## config.mk

```make
export PLATFORM = sky130hd
export DESIGN_NAME = idm_back
export DESIGN_NICKNAME = d
export VERILOG_FILES = /design/src/hdl/idm_pkg.sv /design/src/hdl/idm_back.sv
export SDC_FILE = /design/constraint.sdc
export NUM_CORES = 1
export LEC_CHECK = 0
export ABC_CLOCK_PERIOD_IN_PS = 8700
export BUFFER_PORTS_ARGS = -buffer_cell sky130_fd_sc_hd__buf_2
export CAP_MARGIN = 20
export CORE_ASPECT_RATIO = 0.8
export CORE_MARGIN = 1
export CORE_UTILIZATION = 45
export CTS_CLUSTER_SIZE = 12
export DETAILED_ROUTE_END_ITERATION = 7
export PLACE_DENSITY = 0.69
export SYNTH_ARGS = -nofsm -noshare
export SYNTH_HDL_FRONTEND = slang
export SYNTH_SLANG_ARGS = --single-unit
```

## constraint.sdc

```tcl
create_clock -name i_clk -period 8.7 [get_ports i_clk]
set_clock_uncertainty 0.2 [all_clocks]
set_input_delay 0.435 -clock i_clk [delete_from_list [all_inputs] [get_ports i_clk]]
set_output_delay 0.435 -clock i_clk [all_outputs]
set_load 0.005 [all_outputs]
```

## src/hdl/idm_pkg.sv

```systemverilog
`default_nettype none
package idm_pkg;

    localparam int CH_W       = 16;
    localparam int CNT_W      = 23;
    localparam int RGB_ABS_W  = 42;
    localparam int RGB_SQ_W   = 56;
    localparam int LUM_ABS_W  = 38;
    localparam int LUM_SQ_W   = 54;
    localparam int LUM_SUM_W  = 38;
    localparam int DVD_W      = 56;
    localparam int DVS_W      = 24;
    localparam int MSQ_W      = 32;

    localparam logic [CNT_W-1:0] MAX_PIXELS    = 23'd4194304;
    localparam logic [CH_W-1:0]  THRESH_RESET  = 16'd41;
    localparam logic [CH_W-1:0]  W_RED         = 16'd13933;
    localparam logic [CH_W-1:0]  W_GREEN       = 16'd46871;
    localparam logic [CH_W-1:0]  W_BLUE        = 16'd4732;

    // Accumulator image handed from the front to the back at the last pixel
    typedef struct packed {
        logic [RGB_ABS_W-1:0] rgb_abs;
        logic [RGB_SQ_W-1:0]  rgb_sq;
        logic [LUM_ABS_W-1:0] lum_abs;
        logic [LUM_SQ_W-1:0]  lum_sq;
        logic [LUM_SUM_W-1:0] base_lum;
        logic [LUM_SUM_W-1:0] cand_lum;
        logic [CH_W-1:0]      max_err;
        logic [CNT_W-1:0]     above;
        logic [CNT_W-1:0]     count;
    } t_snap;

endpackage
`default_nettype wire

```

## src/hdl/idm_back.sv

```systemverilog
`default_nettype none
module idm_back (
    input  wire logic                 i_clk,
    input  wire logic                 i_rst_n,
    input  wire logic                 i_avail,
    input  idm_pkg::t_snap            i_snap,
    output logic                      o_pop,
    input  wire logic                 i_out_stall,
    output logic                      o_out_valid,
    output logic [15:0]               o_rgb_mean_abs_error,
    output logic [15:0]               o_rgb_rms_error,
    output logic [15:0]               o_lum_mean_abs_error,
    output logic [15:0]               o_lum_rms_error,
    output logic [15:0]               o_max_channel_error,
    output logic [15:0]               o_mean_base_lum,
    output logic [15:0]               o_mean_cand_lum,
    output logic [22:0]               o_above_count,
    output logic [22:0]               o_total_pixels
);
    import idm_pkg::*;

    typedef enum logic [5:0] {
        S_IDLE  = 6'b000001,
        S_DLOAD = 6'b000010,
        S_DIV   = 6'b000100,
        S_SLOAD = 6'b001000,
        S_SQRT  = 6'b010000,
        S_OUT   = 6'b100000
    } t_state;

    localparam logic [2:0] JOB_RGB_ABS = 3'd0;
    localparam logic [2:0] JOB_RGB_SQ  = 3'd1;
    localparam logic [2:0] JOB_LUM_ABS = 3'd2;
    localparam logic [2:0] JOB_LUM_SQ  = 3'd3;
    localparam logic [2:0] JOB_BASE    = 3'd4;
    localparam logic [2:0] JOB_CAND    = 3'd5;

    t_state          r_state;
    t_snap           r_snap;
    logic [2:0]      r_job;
    logic [5:0]      r_cnt;
    logic [DVD_W-1:0] r_dvd, r_quo, n_quo, dvd_sel;
    logic [DVS_W:0]  r_rem, rem_sh;
    logic [DVS_W-1:0] n_one, dvs;
    logic            ge;
    logic            r_sjob;
    logic [MSQ_W-1:0] r_rad, r_msq_rgb, r_msq_lum;
    logic [15:0]     r_root, n_root;
    logic [17:0]     r_srem;
    logic [18:0]     srem_sh, trial;
    logic            sge;
    logic [15:0]     r_mae_rgb, r_mae_lum, r_rms_rgb, r_rms_lum, r_mbase, r_mcand;

    assign n_one = (r_snap.count == '0) ? DVS_W'(1) : DVS_W'(r_snap.count);
    assign dvs   = (r_job == JOB_RGB_ABS || r_job == JOB_RGB_SQ)
                   ? n_one + (n_one << 1) : n_one;

    always_comb begin
        case (r_job)
            JOB_RGB_ABS: dvd_sel = DVD_W'(r_snap.rgb_abs);
            JOB_RGB_SQ:  dvd_sel = DVD_W'(r_snap.rgb_sq);
            JOB_LUM_ABS: dvd_sel = DVD_W'(r_snap.lum_abs);
            JOB_LUM_SQ:  dvd_sel = DVD_W'(r_snap.lum_sq);
            JOB_BASE:    dvd_sel = DVD_W'(r_snap.base_lum);
            JOB_CAND:    dvd_sel = DVD_W'(r_snap.cand_lum);
            default:     dvd_sel = '0;
        endcase
    end

    // Restoring division, one quotient bit a cycle
    assign rem_sh = {r_rem[DVS_W-1:0], r_dvd[DVD_W-1]};
    assign ge     = rem_sh >= {1'b0, dvs};
    assign n_quo  = {r_quo[DVD_W-2:0], ge};

    // Digit-by-digit square root, one result bit a cycle
    assign srem_sh = {r_srem[16:0], r_rad[MSQ_W-1 -: 2]};
    assign trial   = {1'b0, r_root, 2'b01};
    assign sge     = srem_sh >= trial;
    assign n_root  = {r_root[14:0], sge};

    assign o_pop = (r_state == S_IDLE) && i_avail;

    always_ff @(posedge i_clk) begin
        if (!i_rst_n) begin
            r_state <= S_IDLE;
            r_job   <= JOB_RGB_ABS;
            r_sjob  <= 1'b0;
            r_cnt   <= '0;
        end else begin
            case (r_state)
                S_IDLE: begin
                    if (i_avail) begin
                        r_state <= S_DLOAD;
                        r_job   <= JOB_RGB_ABS;
                    end
                end
                S_DLOAD: begin
                    r_state <= S_DIV;
                    r_cnt   <= '0;
                end
                S_DIV: begin
                    r_cnt <= r_cnt + 6'd1;
                    if (r_cnt == 6'(DVD_W - 1)) begin
                        if (r_job == JOB_CAND) begin
                            r_state <= S_SLOAD;
                            r_sjob  <= 1'b0;
                        end else begin
                            r_state <= S_DLOAD;
                            r_job   <= r_job + 3'd1;
                        end
                    end
                end
                S_SLOAD: begin
                    r_state <= S_SQRT;
                    r_cnt   <= '0;
                end
                S_SQRT: begin
                    r_cnt <= r_cnt + 6'd1;
                    if (r_cnt == 6'd15) begin
                        if (r_sjob) begin
                            r_state <= S_OUT;
                        end else begin
                            r_state <= S_SLOAD;
                            r_sjob  <= 1'b1;
                        end
                    end
                end
                S_OUT: begin
                    if (!i_out_stall) r_state <= S_IDLE;
                end
                default: r_state <= S_IDLE;
            endcase
        end
    end

    always_ff @(posedge i_clk) begin
        if (o_pop) r_snap <= i_snap;
        case (r_state)
            S_DLOAD: begin
                r_dvd <= dvd_sel;
                r_rem <= '0;
                r_quo <= '0;
            end
            S_DIV: begin
                r_dvd <= r_dvd << 1;
                r_rem <= ge ? rem_sh - {1'b0, dvs} : rem_sh;
                r_quo <= n_quo;
                if (r_cnt == 6'(DVD_W - 1)) begin
                    case (r_job)
                        JOB_RGB_ABS: r_mae_rgb <= n_quo[15:0];
                        JOB_RGB_SQ:  r_msq_rgb <= n_quo[MSQ_W-1:0];
                        JOB_LUM_ABS: r_mae_lum <= n_quo[15:0];
                        JOB_LUM_SQ:  r_msq_lum <= n_quo[MSQ_W-1:0];
                        JOB_BASE:    r_mbase   <= n_quo[15:0];
                        default:     r_mcand   <= n_quo[15:0];
                    endcase
                end
            end
            S_SLOAD: begin
                r_rad  <= r_sjob ? r_msq_lum : r_msq_rgb;
                r_srem <= '0;
                r_root <= '0;
            end
            S_SQRT: begin
                r_rad  <= r_rad << 2;
                r_srem <= sge ? 18'(srem_sh - trial) : srem_sh[17:0];
                r_root <= n_root;
                if (r_cnt == 6'd15) begin
                    if (r_sjob) r_rms_lum <= n_root;
                    else        r_rms_rgb <= n_root;
                end
            end
            default: ;
        endcase
    end

    assign o_out_valid          = r_state == S_OUT;
    assign o_rgb_mean_abs_error = r_mae_rgb;
    assign o_rgb_rms_error      = r_rms_rgb;
    assign o_lum_mean_abs_error = r_mae_lum;
    assign o_lum_rms_error      = r_rms_lum;
    assign o_max_channel_error  = r_snap.max_err;
    assign o_mean_base_lum      = r_mbase;
    assign o_mean_cand_lum      = r_mcand;
    assign o_above_count        = r_snap.above;
    assign o_total_pixels       = r_snap.count;

endmodule
`default_nettype wire

```

* After elaboration in Yosys (flattened, before gate mapping) *
Cells that the tools add are included.
W data, S select, Z words.

storage, ports and cells
  word-level logic and storage cells = 106
  input port bits = 332
  memory bits (writable) = 0
  bits in read-only memories = 0
  memories = 0
  latch bits = 0
  bits in registers = 680

cells by class
  equality and inequality tests = 19
  reduce and logical (&&, ||, !) cells = 23
  multiply operators = 0
  shifts and indexed selects = 0
  bitwise logic cells = 2
  $add $sub $neg = 5
  divide/modulo/power cells = 0
  multiplexer cells = 28
  $lt $le $gt $ge = 2

operators with widths
  kind                  number
  $pmux W56 S6          1
  $pmux W56 S2          1
  $pmux W32 S2          1
  $pmux W31 S2          1
  $mux W24              2
  $pmux W24 S2          1
  $pmux W6 S6           1
  $pmux W17 S2          1
  $mux W32              1
  $pmux W16 S2          1
  $mux W6               5
  $ge A25 B24 Y1        1
  $add A23 B24 Y24      1
  $reduce_and A3 Y1     8
  $sub A24 B24 Y24      1
  $logic_not A23 Y1     1
  $mux W23              1
  $ge A19 B18 Y1        1
  $mux W17              1
  $sub A17 B17 Y17      1
  $eq A6 B4 Y1 const B  2
  $eq A6 B6 Y1 const B  2
  $ne A2 B2 Y1 const B  6
  $pmux W6 S2           1
  other kinds (22)      36

* Depth between registers and ports, before layout *
  depth after elaboration = 7
  gate-level depth with buffers = 31

* Least setup slack after synthesis *
Ideal clock, no wire load.

  path kind = reg-to-reg
  from = register r_state[1]
  to = register r_snap (netlist bit o_above_count[0]), enable pin
  cell stages (with the launch flop) = 5
  setup slack = -518 ps
  clock period less this slack = 9218 ps
  data required time = 7766 ps
  arrival time = 8284 ps
  setup time = 734 ps
  cells stage by stage = dfxtp_1 nor2_1 nand2_1 nor3b_1 and2_1

between the ends
  word-level cells in the longest chain between the ends = 2

RTL lines
  item                    RTL line         text
  from (decl)             idm_back.sv:38   t_state r_state;
  from (signal assigned)  idm_back.sv:85   r_state <= S_IDLE;
  from (signal assigned)  idm_back.sv:93   r_state <= S_DLOAD;
  from (signal assigned)  idm_back.sv:98   r_state <= S_DIV;
  $eq A6 B1 Y1            idm_back.sv:81   assign o_pop = (r_state == S_IDLE) && i_avail;
  $logic_and A1 B1 Y1     idm_back.sv:81
  via o_pop               idm_back.sv:7    output logic o_pop,
  to (signal assigned)    idm_back.sv:137  if (o_pop) r_snap <= i_snap;
  to (decl)               idm_back.sv:39   t_snap r_snap;

The timed path passes the listed nets, and every way through them passes these cells.
A chain may end at the register's enable or synchronous reset.

* Worst setup path after layout *
  from = register r_snap (netlist bit o_total_pixels[1])
  to = register r_rem[5] (data pin)

between the ends
  word-level cells in the longest chain between the ends = 7
  elaborated cells between the ends (all ways) = 8
  classes of those cells = 2 x add/sub; 1 x order compare; 4 x mux; 1 x reduce/logical

RTL lines
  item                                                RTL line                         text
  $logic_not A23 Y1                                   idm_back.sv:54                   assign n_one = (r_snap.count == '0) ? DVS_W'(1) : DVS_W'(r_snap.count);
  $mux W23 *                                          idm_back.sv:54
  $add A23 B24 Y24                                    idm_back.sv:56                   ? n_one + (n_one << 1) : n_one;
  $mux W24 *                                          idm_back.sv:56
  $sub A24 B24 Y24 or $ge A25 B24 Y1 (tied branches)  idm_back.sv:146, idm_back.sv:72
  $mux W24 *                                          idm_back.sv:146                  r_rem <= ge ? rem_sh - {1'b0, dvs} : rem_sh;
  $pmux W24 S2 *                                      idm_back.sv:138                  case (r_state)
  to (signal assigned)                                idm_back.sv:146
  to (decl)                                           idm_back.sv:43                   logic [DVS_W:0] r_rem, rem_sh;

Mark *: on every way between the ends. The rest lies on a longest branch, timed or not.

==> results.sh <==
export IMPL_status="completed"
export IMPL_drv_cap=0
export IMPL_ys_warn_count=0
export IMPL_syn_avg_cell_area_sq_um=14.5
export IMPL_antenna_left=0
export IMPL_r2r_cells=26
export IMPL_place_inst=3171
export IMPL_design_area_sq_um=36900
export IMPL_max_stage_delay_ns=0.63
export IMPL_arrival_ns=7.33
export IMPL_ir_drop_v=0.000177
export IMPL_final_setup_tns_ns=0
export IMPL_final_core_utilization_pct=58.9
export IMPL_synthCells=1972
export IMPL_synth_area_sq_um=28600
export IMPL_min_path_cells=4
export IMPL_ys_ff_latch=680
export IMPL_vias=19300
export IMPL_antenna_found_initial=8
export IMPL_cts_tree="yes"
export IMPL_portBuffers=491
export IMPL_dpl_cell_area_sq_um=31500
export IMPL_cts_sinks=680
export IMPL_end_kind="register"
export IMPL_period_share_pct=82.8
export IMPL_crit_fanout=28
export IMPL_min_path_type="input port to register"
export IMPL_power_uw=8310
export IMPL_critPathLaunchType="register"
export IMPL_cts_root_buffer="clkbuf_16"
export IMPL_cp_common_cell="ha_1"
export IMPL_finalNetCount=3136
export IMPL_grt_pass1_vias=19900
export IMPL_slowest_stage="o21ai_2"
export IMPL_tightest_slew_ns=1.11
export IMPL_layout_area_seq_sq_um=20300
export IMPL_post_cts_resized=0
export IMPL_grt_pass1_wl_mm=112
export IMPL_insertion_delay_ns=0.61
export IMPL_syn_nets=2372
export IMPL_layout_commonest_cell="edfxtp_1"
export IMPL_rows=82
export IMPL_core_area_sq_um=62700
export IMPL_cts_hold_buf=331
export IMPL_synthFlopType="edfxtp_1"
export IMPL_finalHoldViolCount=0
export IMPL_slew_headroom_pct=26.2
export IMPL_crit_buf_inv=1
export IMPL_setup_viol=0
export IMPL_synth_sequential_area_ratio_pct=70.8
export IMPL_numCtsBuffers=71
export IMPL_critPathTopFamily="compound AO/OA/AOI/OAI gates"
export IMPL_synth_edf_count=664
export IMPL_crit_type="register to register"
export IMPL_fmax_mhz=139
export IMPL_layout_drive_gt1_share_pct=25.1
export IMPL_wl_mm=74.6
export IMPL_clkTransAtPathRegs_ns=0.06
export IMPL_p_leak_uw=0.0141
export IMPL_path_depth=26
export IMPL_dieArea_sq_um=64600
export IMPL_remaining_drc_errors=0
export IMPL_dp_hpwl_mm=43.6
export IMPL_dr_pass1_iters=7
export IMPL_grt_overflow_total=0
export IMPL_power_density_nw_per_um2=225
export IMPL_finalNonFillerCells=3628
export IMPL_synth_distinct_cells=73
export IMPL_drt_iter0_drc=1394
export IMPL_fill_cells=4710
export IMPL_grt_max_degree=93
export IMPL_wl_per_cell_microns=20.6
export IMPL_vias_per_cell=5.33
export IMPL_multiInputGateArea_sq_um=7340
export IMPL_grt_use_total_pct=22.6
export IMPL_cp_required_ns=8.83
export IMPL_area_delta_synth_final_pct=29.0
export IMPL_chipWidth_microns=284
export IMPL_reg2reg_slack_ns=1.50
export IMPL_cts_path_max_buffers=3
export IMPL_htreeDepth=3
export IMPL_post_cts_setup_buffers=0
export IMPL_finalMaxSlewViolations=0
export IMPL_gp_congestion=0.888
export IMPL_finalCriticalPeriod_ns=7.20
export IMPL_synth_async_reset_ratio_pct=0
export IMPL_initial_core_util_pct=45.6
export IMPL_die_height_microns=227
export IMPL_grt_setup_unrepaired="false"
export IMPL_layout_common_cells="edfxtp_1, buf_2, dlygate4sd3_1, nand2_1, nor2_1"
export IMPL_ios=492
## layer usage
metal / track usage, % / vias up / routed length, microns / part of all wire (%)
met1: 27.9 / 9469 / 30200 / 40
met4: 9.43 / 4 / 2450 / 3.3
met2: 39.1 / 801 / 37400 / 50
met3: 4.33 / 175 / 4540 / 6.1
li1: - / 8899 / - / -
met5: 0 / - / 26 / 0.035
## final timing paths
path	from	endpoint
worst max-delay path	o_total_pixels[1]$_DFFE_PP_	r_rem[5]$_SDFFCE_PN0N_
worst min register to register	r_quo[30]$_SDFFCE_PN0N_	r_msq_lum[31]$_DFFE_PP_
worst min-delay path	i_avail	r_state[5]$_SDFFE_PN0P_
worst max register to register	o_total_pixels[1]$_DFFE_PP_	r_rem[5]$_SDFFCE_PN0N_
## synthesized netlist by cell type (all sizes together) (47+ instances only)
master / instances / area share [%]
clkbuf: 67 / 0.88
edfxtp: 664 / 70
mux2i: 63 / 2.2
nand2: 154 / 2.0
inv: 54 / 0.71
nor2: 144 / 1.9
o21ai: 69 / 1.2
a21oi: 137 / 2.4
a21o: 47 / 1.2
buf: 87 / 2.1
ha: 67 / 2.9
mux2: 63 / 2.5
## power by group
group | switching (uW) | internal [uW]
Combinational | 819 | 602
Clock | 1250 | 1550
Sequential | 122 | 3960
## worst reg2reg max path: cells and delay by family, from the launching register on
kind                     cells  cell delay, ns
AO/OA/AOI/OAI               11            2.81
adder cells (fa/ha/maj)      3            0.81
buffers and inverters        1            0.47
flip-flops                   1            0.56
multiplexers                 1            0.28
AND/OR/NAND/NOR             10            1.85
## metrics by stage
stage | hold WS (ns) | setup WS [ns]
final | 0.0462 | 1.50
after global routing | 0.0640 | 0.937
after global placement | 0.223 | 1.81
after floorplan | 0.221 | 2.83
after CTS | 0.00404 | 1.51
after detailed placement | 0.245 | 1.54
## logic make-up (layout without fill, tap and decap cells)
family                   count (synthesis)  in the layout  synth area share, %
flip-flops                             680            680                 70.8
XOR/XNOR                                46             46                 1.41
AND/OR/NAND/NOR                        448            448                 7.18
other                                    0              8                    0
adder cells (fa/ha/maj)                 68             68                 3.00
AO/OA/AOI/OAI                          395            395                 9.16
buffers and inverters                  209           1017                 3.71
multiplexers                           126            126                 4.69
## area by class of cell
class | count | area share (%)
antenna | 8 | 0.0543
clock buffer | 98 | 5.12
clock inverter | 19 | 0.478
sequential | 680 | 54.9
multi-input combinational | 1083 | 19.9
tap | 840 | 2.85
inverter | 54 | 0.549
timing repair buffer | 846 | 16.1
## sequential cells by signal, indices dropped and copies added, names as in the netlist, 17 cells and up
| register | cells |
|---|---|
| r_rem | 24 |
| r_snap | 266 |
| r_rad | 32 |
| r_quo | 31 |
| r_msq_lum | 32 |
| o_total_pixels | 23 |
| r_msq_rgb | 32 |
| o_above_count | 23 |
| r_srem | 17 |
| r_dvd | 56 |
Note: power is estimated with default switching activity, not from simulation.
