===== config.mk =====
export PLATFORM = sky130hd
export DESIGN_NAME = idm_queue
export DESIGN_NICKNAME = d
export VERILOG_FILES = /design/src/hdl/idm_pkg.sv /design/src/hdl/idm_queue.sv
export SDC_FILE = /design/constraint.sdc
export NUM_CORES = 1
export LEC_CHECK = 0
export ABC_AREA = 1
export BUFFER_PORTS_ARGS = -buffer_cell sky130_fd_sc_hd__buf_2
export CAP_MARGIN = 25
export CORE_UTILIZATION = 35
export CTS_BUF_LIST = sky130_fd_sc_hd__clkbuf_4
export DETAILED_ROUTE_END_ITERATION = 10
export SYNTH_ARGS = -nofsm -noshare
export SYNTH_HDL_FRONTEND = slang
export SYNTH_SLANG_ARGS = --single-unit

===== constraint.sdc =====
create_clock -name i_clk -period 17.6 [get_ports i_clk]
set_input_delay 0.88 -clock i_clk [delete_from_list [all_inputs] [get_ports i_clk]]
set_output_delay 0.88 -clock i_clk [all_outputs]
set_load 0.02 [all_outputs]

===== src/hdl/idm_pkg.sv =====
`default_nettype none
package idm_pkg;

    localparam int CH_W       = 16;
    localparam int CNT_W      = 23;
    localparam int RGB_ABS_W  = 42;
    localparam int RGB_SQ_W   = 56;
    localparam int LUM_ABS_W  = 38;
    localparam int LUM_SQ_W   = 54;
    localparam int LUM_SUM_W  = 38;
    localparam int DVD_W      = 56;
    localparam int DVS_W      = 24;
    localparam int MSQ_W      = 32;

    localparam logic [CNT_W-1:0] MAX_PIXELS    = 23'd4194304;
    localparam logic [CH_W-1:0]  THRESH_RESET  = 16'd41;
    localparam logic [CH_W-1:0]  W_RED         = 16'd13933;
    localparam logic [CH_W-1:0]  W_GREEN       = 16'd46871;
    localparam logic [CH_W-1:0]  W_BLUE        = 16'd4732;

    // Accumulator image handed from the front to the back at the last pixel
    typedef struct packed {
        logic [RGB_ABS_W-1:0] rgb_abs;
        logic [RGB_SQ_W-1:0]  rgb_sq;
        logic [LUM_ABS_W-1:0] lum_abs;
        logic [LUM_SQ_W-1:0]  lum_sq;
        logic [LUM_SUM_W-1:0] base_lum;
        logic [LUM_SUM_W-1:0] cand_lum;
        logic [CH_W-1:0]      max_err;
        logic [CNT_W-1:0]     above;
        logic [CNT_W-1:0]     count;
    } t_snap;

endpackage
`default_nettype wire


===== src/hdl/idm_queue.sv =====
`default_nettype none
module idm_queue (
    input  wire logic                 i_clk,
    input  wire logic                 i_rst_n,
    input  wire logic                 i_push,
    input  idm_pkg::t_snap            i_data,
    input  wire logic                 i_pop,
    output logic                      o_full,
    output logic                      o_nonempty,
    output idm_pkg::t_snap            o_data
);
    import idm_pkg::*;

    t_snap       r_mem [2];
    logic        r_wp, r_rp;
    logic [1:0]  r_cnt;

    always_ff @(posedge i_clk) begin
        if (!i_rst_n) begin
            r_wp  <= 1'b0;
            r_rp  <= 1'b0;
            r_cnt <= 2'd0;
        end else begin
            if (i_push) r_wp <= ~r_wp;
            if (i_pop)  r_rp <= ~r_rp;
            r_cnt <= r_cnt + 2'(i_push) - 2'(i_pop);
        end
    end

    always_ff @(posedge i_clk) begin
        if (i_push) r_mem[r_wp] <= i_data;
    end

    assign o_full     = r_cnt == 2'd2;
    assign o_nonempty = r_cnt != 2'd0;
    assign o_data     = r_mem[r_rp];

endmodule
`default_nettype wire


After elaboration in Yosys (flattened, before gate mapping) --
Memory sizes are Yosys's and may differ from the RTL's. A register that Yosys moved wholly into a read port is not among the register bits. Cells that the tools add are included.
Storage, ports and cells: bits of input ports 332, memories kept 1, register bits 4, RAM bits 656, ROM bits 0, bits in latches 0
Memories:
- r_mem | depth 2, bits a word 328, read ports 1, clocked after memory_dff 1, write ports 1, RTL line idm_queue.sv:14 | t_snap r_mem [2];
Operators by class: shifts and indexed selects 0, $lt $le $gt $ge 0, reductions and logical operators 1, equal/unequal tests 1, $mul 0, divide/modulo/power cells 0, mux-type cells 4, add/subtract/negate cells 2, bitwise operators 2
Operators with widths (number):
- $mux W1 | 4
- $add A2 B1 Y2 | 1
- $eq A2 B2 Y1 const B | 1
- $not A1 Y1 | 2
- $reduce_bool A2 Y1 | 1
- $sub A2 B1 Y2 | 1

Longest topological paths before layout --
Gate-level depths: netlist of run 1.
depth after elaboration 3, depth in mapped cells 9

Worst setup path after synthesis of run 1 --
No wires, ideal clock.
path type input to register, start in i_push, end mem r_mem[0][0] in the netlist's numbering, enable pin, stages 2, data arrival time 14617 ps, setup slack 1949 ps, path buffers 0, cells stage by stage inv_1 > nor2_1
On the way: word-level cells in the longest chain between the ends 2
RTL lines:
- start: declaration | RTL line idm_queue.sv:5 | input wire logic i_push,
- $mux W1 | RTL line idm_queue.sv:31 | if (i_push) r_mem[r_wp] <= i_data;
- $mux W1 (implied by the code) | RTL line idm_queue.sv:31
- end: declaration | RTL line idm_queue.sv:14
Every way passes these cells.

==> metrics.cfg, run 1 <==
[worst_setup_path]
r2r-end=r_mem[1][127]
cp_data_required_time_ns=16.72
crit_path_top_delay_cell=buf_4
cpPeakStageDelay_ns=0.84
critical-path-top-delay-family=buffers and inverters
cp-end-kind=output port
worst-setup-path-type=reg2out
arrival_ns=4.05
cp-start-kind=flop
r2r-start=r_wp
critPathBufInv=4
path_cells=buf_16, buf_4, buf_4, mux2_2, buf_2
cpMostUsedCell=buf_4
cp_max_fo=72
r2r_slack_ns=14.12
ff2ff_path_depth=4

[power_and_ir_drop]
swShare_pct=24.8
irDropWorstVdd_uv=68.4
p_leak_nw=12.5
power_switching_mw=0.881
pwr-share-seq_pct=52.0
combPwrFrac_pct=11.8
powerDensity_nw_per_um2=109
p_int_mw=2.67
power_frac_clock_pct=36.2

[timing]
maxSlewViolCount=0
final_hold_viol_count=0
worst_pin_slew_ns=1.10
period_share_pct=28.0
setup_tns_ns=0
max_freq_mhz=203
setup_viol=0
slew_headroom_pct=26.9
rsz0062_at_grt=no
finalWorstPathRequiredPeriod_ns=4.93
skew_ns=0.0451
whs_ns=0.156

[yosys]
yosysUniqueCellTypes=12
syn_area_um2=24100
syn_area_per_cell_um2=22.9
synth-seq-area-share_pct=82.1
synth_cells=1053
synth_nets=1387
synth_seq_cells=661
yosys_warnings=0

[finish]
final_cell_mix=buf_2 (661), edfxtp_1 (656), mux2_2 (328)
final_cell_area_um2=32700
fin_util_pct=48.3
drive_gt1_share_pct=57.2
finalNetCount=2430
syn_to_final_growth_pct=35.6
final_common_cell=buf_2

[floorplanning]
die_width_um=265
dieArea_um2=70000
initial_core_util_pct=35.7
core-area_um2=67600
fp.dieH_um=265
num_rows=95
ios=662

[cts]
clk_latency_ns=0.96
cts.sinks=661
cts_tree=yes
cts.reportedPaths.clkPinSlew_ns=0.06
cts.path.max_buffers=3
cts-resized-gates=0
root_buffer=clkbuf_4
htreeDepth=4
numCtsBuffers=171

[detailed_routing]
wire_per_inst_um=19.3
viasPerCell=4.50
vias=14000
dr.pass1.iters=4
wl_um=59900
drtAntennaViolNets=0
drc=0
drtIter0Drc=731

[placed_design]
dp_hpwl_um=39500
portBuffers=661
placed_area_um2=28100
place_congestion=0.851

[worst_hold_path]
hold_path.class=in2reg
holdPathStages=1
hold_start=i_data[62]
min_to=r_mem[1][62]

[global_routing]
grt_overflow=0
grt_max_degree=158
grt_usage_pct=16.8
grt_pass1_vias=15200
antenna_found_initial=16
grt_pass1_wl_um=88000

[run]
maxCapViolCount=0

[run_status]
status=finished, final reports clean

==> cell families after synthesis <==
family                   after synthesis  synth area share (%)
flip-flops                           661                  82.1
multiplexers                         328                  15.3
buffers and inverters                 43                  2.18
AND/OR/NAND/NOR                       18                 0.285
adder cells (fa/ha/maj)                2                 0.104
AO/OA/AOI/OAI                          1                0.0207
==> per-layer routing <==
metal | wire, um | vias up | global-route usage, %
li1 | - | 6411 | -
met1 | 21800 | 6796 | 17.9
met2 | 31500 | 612 | 29.4
met3 | 4780 | 136 | 6.26
met4 | 1720 | 12 | 7.84
met5 | 73 | - | 0
==> Yosys cell counts <==
cell      instances  share of area [%]
a21oi_1           1              0.021
buf_12            2               0.17
buf_6             3               0.14
clkbuf_8         31                1.8
dfxtp_1           5               0.42
edfxtp_1        656                 82
ha_1              2               0.10
inv_1             7               0.11
mux2_2          328                 15
nand2_1           9               0.14
nand3_1           1              0.021
nor2_1            8               0.12
==> per-stage QoR <==
stage               std cells  power [mW]  worst slack [ns]
global placement         2561        2.25             13.37
global route             3102        3.72             12.40
finish                   3105        3.55             12.67
floorplan                1053        2.14              1.95
CTS                      3095        3.61             12.20
detailed placement       2562        2.26             13.30
==> sequential cells by signal (all words and copies together) (netlist names), named ones only <==
signal and flops:
r_cnt 2, r_rp 1, r_mem 656, r_wp 1
==> worst max path at each step <==
stage	startpoint	endpoint	cells past startpoint
floorplan	i_push	r_mem[0][0]	2
global placement	flop	o_data[104]	4
detailed placement	flop	o_data[154]	4
CTS	flop	o_data[154]	4
global route	flop	o_data[154]	5
finish	flop	o_data[154]	5
==> power by group through the flow <==
stage	sequential (mW)	clock, mW	combinational [mW]
CTS	1.85	1.34	0.416
detailed placement	1.89	0	0.370
global placement	1.88	0	0.364
global route	1.85	1.42	0.443
floorplan	1.91	0	0.235
finish	1.85	1.29	0.419
==> worst reg2reg max path: cells and delay by family (launching register included) <==
family,cells,cell delay (ns)
DFF,1,0.40
and+or+nand+nor,1,0.17
buffers and inverters,3,2.45
==> repair_timing <==
item                      in CTS  in global routing
hold buffers                 232                  0
hold endpoints to repair     434                  0
setup buffers                  0                  0
==> area by class of cell <==
type	count	area [um2]
fill	5807	34900
clock inverter	51	278
sequential	661	19800
tap	873	1090
inverter	7	33.8
multi-input combinational	349	3800
antenna	8	20.0
clock buffer	250	1880
timing repair buffer	906	5790
(Power assumes the default switching activity.)
==> inputs of run 2 (changes only) <==
ABC_AREA = 0   (was 1)
clock period = 4.15 ns   (was 17.6 ns; I/O delays follow)
==> metrics.cfg, run 2 <==
[yosys]
synth_largest_area_cell=edfxtp_1
async_reset_ff_share_pct=0
synth_nets=1375
syn_area_per_cell_um2=23.2
ys.flop_type=edfxtp_1
synth_cells=1041
yosysUniqueCellTypes=14
yosys-top-cells-count=edfxtp_1 (656), mux2_2 (328), clkbuf_8 (31)
yosys_warnings=0
synth_seq_cells=661
synth-seq-area-share_pct=82.1
synth_edf_count=656
synth_area_leaders=edfxtp_1 (82%), mux2_2 (15%), clkbuf_8 (1.8%)
synth.most_common_cell=edfxtp_1
syn_area_um2=24100
synth_top_area_share_pct=81.7

[floorplanning]
initial_core_util_pct=35.7
fp.dieH_um=265
die_width_um=265
ios=662
num_rows=95

[cts]
cts.path.max_buffers=3
root_buffer=clkbuf_4
cts.hold.buffers_added=572
cts.sinks=661
postCtsSetupBuffers=0
htreeDepth=4
cts-resized-gates=0
numCtsBuffers=172

[placed_design]
dp_hpwl_um=39000
place_congestion=0.813
portBuffers=661
placed_area_um2=28300

[run_status]
status=did not finish
flow.stopped_at=clock tree synthesis (4_1_cts)
error=[ERROR RSZ-0060] Max buffer count reached.

==> run 2: changes by cell type after synthesis, sizes merged, moves of 4 or more <==
| cell | before | now |
|---|---|---|
| and2 | 0 | 4 |
| inv | 7 | 2 |
| nor2 | 8 | 0 |
| nand2 | 9 | 0 |
| nor2b | 0 | 4 |
==> run 2: cells by family after synthesis <==
kind of cell	Yosys count	share of synthesized area, %
fa+ha+maj	2	0.104
xor+xnor	2	0.130
buf+inv	38	2.11
flops	661	82.1
simple gates	9	0.233
compound gates	1	0.0311
mux	328	15.3
==> run 2: per-stage QoR <==
stage,setup slack [ns],utilization [%],instances
floorplan,-1.45,-,1041
global placement,1.92,41.9,2567
detailed placement,1.93,41.9,2567
==> inputs of run 3 (changes only) <==
CORE_UTILIZATION = 20   (was 35)
CTS_BUF_LIST = unset   (was sky130_fd_sc_hd__clkbuf_4)
PLACE_DENSITY_LB_ADDON = 0.15   (was unset)
clock period = 5.4 ns   (was 4.15 ns; I/O delays follow)
==> metrics.cfg, run 3 <==
[run_status]
status=finished, final reports clean

[worst_setup_path]
r2r-end=r_mem[1][161]
ff2ff_path_depth=2
path_cells=buf_12, mux2_2, buf_2
cp-end-kind=output port
cp_max_fo=101
worst-setup-path-type=reg2out
crit_path_top_delay_cell=dfxtp_4
cp-start-kind=flop
r2r_slack_ns=3.13
cpPeakStageDelay_ns=0.98
cp_data_required_time_ns=5.13
r2r-start=r_wp
arrival_ns=2.95

[timing]
final_hold_viol_count=0
slew_headroom_pct=23.8
maxSlewViolCount=0
worst_pin_slew_ns=1.14
rsz0062_at_grt=no
finalWorstPathRequiredPeriod_ns=3.22
skew_ns=0.0134
setup_viol=0
period_share_pct=59.6
max_freq_mhz=310
setup_slack_ns=2.18

[placed_design]
place_inst=3297
place_congestion=0.744
dp_hpwl_um=43400
portBuffers=661
dp_slack_ns=2.74

[detailed_routing]
drc=0
dr_wl_met3_um=5350
viasPerCell=3.61
dr.pass1.iters=4
wire_per_inst_um=17.3
vias=13700
m1WireLength_um=24700
met2_wirelength_um=33500
drtAntennaViolNets=0
drtIter0Drc=541
wl_um=65400
route.top_layer_used=met5

[yosys]
yosysUniqueCellTypes=14
syn_area_per_cell_um2=23.2
synth_nets=1375
synth_edf_count=656
synth_area_leaders=edfxtp_1 (82%), mux2_2 (15%), clkbuf_8 (1.8%)
synth_largest_area_cell=edfxtp_1
synth.most_common_cell=edfxtp_1
synth-seq-area-share_pct=82.1
synth_seq_cells=661
yosys-top-cells-count=edfxtp_1 (656), mux2_2 (328), clkbuf_8 (31)
synth_cells=1041
syn_area_um2=24100
synth_top_area_share_pct=81.7
ys.flop_type=edfxtp_1
yosys_warnings=0
async_reset_ff_share_pct=0

[finish]
final_common_cell=buf_2
final_cell_mix=buf_2 (661), edfxtp_1 (656), dlygate4sd3_1 (332)
drive_gt1_share_pct=52.3
top_register=r_mem
fin_cells=3785
syn_to_final_growth_pct=46.3
finalNetCount=2436
largest_register_ffs=656
reg.largest.list=r_mem (656), r_cnt (2)

[cts]
numCtsBuffers=83
cts.path.max_buffers=3
cts_tree=yes
cts.hold.buffers_added=332
htreeDepth=3
postCtsSetupBuffers=0
cts.reportedPaths.clkPinSlew_ns=0.06
clk_latency_ns=0.64
cts-resized-gates=0
root_buffer=clkbuf_16
cts.sinks=661

[floorplanning]
fp.dieH_um=349
dieArea_um2=122000
ios=662
die_width_um=349
num_rows=127
core-area_um2=120000
initial_core_util_pct=20.1

[run]
maxCapViolCount=0

[worst_hold_path]
min_to=r_mem[0][297]
hold_start=i_data[297]
holdPathStages=2
hold_path.class=in2reg

[global_routing]
grt_pass1_wl_um=94200
grt_overflow=0
grt_max_degree=131
antenna_found_initial=8
grt_usage_pct=10.4
grt_pass1_vias=15100

[power_and_ir_drop]
p_leak_nw=13.0
irDropWorstVdd_uv=240
powerDensity_nw_per_um2=374

-- run 3: how the worst max path moves through the flow --
stage | endpoint | slack (ns)
detailed placement | o_data[220] | 2.74
global placement | o_data[220] | 2.72
CTS | o_data[220] | 1.99
finish | o_data[220] | 2.18
global route | o_data[220] | 1.93
floorplan | r_mem[0][0] | -0.22
-- run 3: through the flow --
step	power (mW)	util (%)	area (um2)	TNS, ns	hold slack [ns]
2_1_floorplan	7.01	-	24100	-71.22	0.369
3_3_place_gp	7.54	24.4	29200	0	0.457
3_5_place_dp	7.55	24.4	29200	0	0.461
4_1_cts	13.5	29.4	35300	0	0.275
5_1_grt	13.8	29.5	35300	0	0.301
6_report	13.2	29.5	35300	0	0.355
-- run 3: power breakdown --
part	switching (mW)	internal, mW	total [mW]
combinational	0.896	0.699	1.60
sequential	0.0723	5.94	6.02
clock	2.17	3.43	5.60
total	3.14	10.1	13.2
-- run 3: layout make-up --
cell class                 instances  area, um2
antenna                            7       17.5
timing repair buffer            1012       6870
inverter                           2       7.51
tap                             1612       2020
clock buffer                     110       2260
fill                           12200      84500
clock inverter                    39        492
sequential                       661      19800
multi-input combinational        342       3820
-- run 3: metal layers --
| metal | global-route usage (%) | vias up |
|---|---|---|
| met3 | 3.99 | 105 |
| met5 | 0 | - |
| met2 | 18.4 | 443 |
| met4 | 3.89 | 2 |
| li1 | - | 6320 |
| met1 | 11.1 | 6799 |
-- run 3: worst max-delay path, delay by kind of cell (launching register included) --
family / cells / cell delay (ns)
muxes: 1 / 0.44
buffers and inverters: 2 / 0.68
DFF: 1 / 0.98
-- run 3: cell families after synthesis --
group                      synth area share (%)
AOI/OAI and AO/OA                        0.0311
and+or+nand+nor                           0.233
adders and majority gates                 0.104
DFF                                        82.1
muxes                                      15.3
xor gates and xnor gates                  0.130
buffers and inverters                      2.11
==> inputs of run 4 (changes only) <==
clock period = 3.2 ns   (was 5.4 ns; I/O delays follow)
==> metrics.cfg, run 4 (synthesized netlist as in run 3, its figures left out) <==
[timing]
period_share_pct=81.1
max_freq_mhz=386
skew_ns=0.0119
worst_pin_slew_ns=0.668
setup_viol=0
finalWorstPathRequiredPeriod_ns=2.59
maxSlewViolCount=0
slew_headroom_pct=55.5
final_hold_viol_count=0
rsz0062_at_grt=no

[power_and_ir_drop]
p_int_mw=16.7
pwr-share-seq_pct=46.1
p_total_mw=22.0
combPwrFrac_pct=12.5
power_frac_clock_pct=41.4
irDropWorstVdd_uv=377
power_switching_mw=5.27
p_leak_nw=13.1
swShare_pct=24.0
powerDensity_nw_per_um2=621

[worst_setup_path]
r2r-end=r_mem[1][114]
cp-start-kind=flop
ff2ff_path_depth=3
cp_max_fo=59
cp_data_required_time_ns=3.04
cp-end-kind=output port
worst-setup-path-type=reg2out
arrival_ns=2.43
r2r-start=r_wp
r2r_slack_ns=1.33

[cts]
clk_latency_ns=0.63
cts.path.max_buffers=3
htreeDepth=3
numCtsBuffers=81
cts.sinks=661
root_buffer=clkbuf_16
postCtsSetupBuffers=0
cts_tree=yes
cts.reportedPaths.clkPinSlew_ns=0.06

[worst_hold_path]
hold_start=i_data[217]
holdPathStages=2
hold_path.class=in2reg
min_to=r_mem[0][217]

[finish]
top_register=r_mem
final_cell_mix=buf_2 (661), edfxtp_1 (656), dlygate4sd3_1 (332)
finalNetCount=2456
largest_register_ffs=656
reg.largest.list=r_mem (656), r_cnt (2)
final_common_cell=buf_2
fin_util_pct=29.6
fillCellCount=12200
fin_cells=3804
drive_gt1_share_pct=53.0
syn_to_final_growth_pct=46.8

[global_routing]
grt_pass1_vias=15200
antenna_found_initial=4
grt_pass1_wl_um=95500
grt_overflow=0
grt_usage_pct=10.5
grt_max_degree=97

[detailed_routing]
drtAntennaViolNets=0
drtIter0Drc=508
drc=0
vias=13900
wl_um=66400
wire_per_inst_um=17.5
viasPerCell=3.66
dr.pass1.iters=6

[placed_design]
place_inst=3319
place_congestion=0.765
dp_hpwl_um=45800
portBuffers=661

[run]
maxCapViolCount=0

[floorplanning]
ios=662
initial_core_util_pct=20.1
num_rows=127
core-area_um2=120000
die_width_um=349
dieArea_um2=122000
fp.dieH_um=349

[run_status]
status=finished, final reports clean

==> run 4: changes by cell type in the layout (fill, tap and decap cells not counted), sizes merged <==
cell / delta
buf: +22
bufinv: -2
clkbuf: -8
clkinv: +11
diode: -5
inv: +1
==> run 4: cell type report <==
type / instances / area [um2] / share of cell area (%)
diodes: 2 / 5.00 / 0.0141
clock inverters: 49 / 495 / 1.40
inverters: 2 / 7.51 / 0.0212
repair buffers: 1034 / 7090 / 20.0
clock buffers: 102 / 2180 / 6.15
well taps: 1612 / 2020 / 5.69
flip-flops and latches: 661 / 19800 / 55.9
multi-input cells: 342 / 3820 / 10.8
==> run 4: critical path, stage by stage (launching register included) <==
cell and delay, ns:
dfxtp_4 0.57, buf_12 0.28, buf_12 0.31, mux2_2 0.39, buf_2 0.16
==> run 4: through the flow <==
stage	hold WS (ns)	setup TNS (ns)	worst slack, ns	instance area, um2
after global routing	0.195	0	0.457	35400
after global placement	0.348	0	1.26	29400
after floorplan	0.259	-1316.37	-2.40	24100
final	0.251	0	0.606	35400
after CTS	0.165	0	0.469	35400
after detailed placement	0.351	0	1.20	29400
==> run 4: worst max path at each step <==
stage | cells past startpoint | slack [ns] | to
after floorplan | 1 | -2.40 | r_mem[0][0]
after global placement | 4 | 1.26 | o_data[193]
after detailed placement | 4 | 1.20 | o_data[167]
after CTS | 4 | 0.47 | o_data[306]
after global routing | 4 | 0.46 | o_data[167]
final | 4 | 0.61 | o_data[306]
==> run 4: metal layers <==
| layer | global-route usage (%) | routed length, um | up-vias |
|---|---|---|---|
| li1 | - | - | 6358 |
| met1 | 11.9 | 25900 | 6924 |
| met2 | 18.2 | 33300 | 521 |
| met3 | 3.63 | 5430 | 110 |
| met4 | 3.63 | 1720 | 2 |
| met5 | 0 | 13 | - |
==> run 4: what timing repair did <==
| action | 4_1_cts | 5_1_grt |
|---|---|---|
| hold endpoints to repair | 661 | 0 |
| hold buffers | 332 | 0 |
| resized for setup | 0 | 0 |
| endpoints found under the setup margin | 0 | 0 |
==> run 4: power by group through the flow <==
stage	combinational [mW]	sequential, mW	clock (mW)
6_report	2.74	10.1	9.12
5_1_grt	2.93	10.2	9.79
4_1_cts	2.82	10.1	9.50
3_5_place_dp	2.46	10.3	0
3_3_place_gp	2.43	10.3	0
2_1_floorplan	1.50	10.3	0
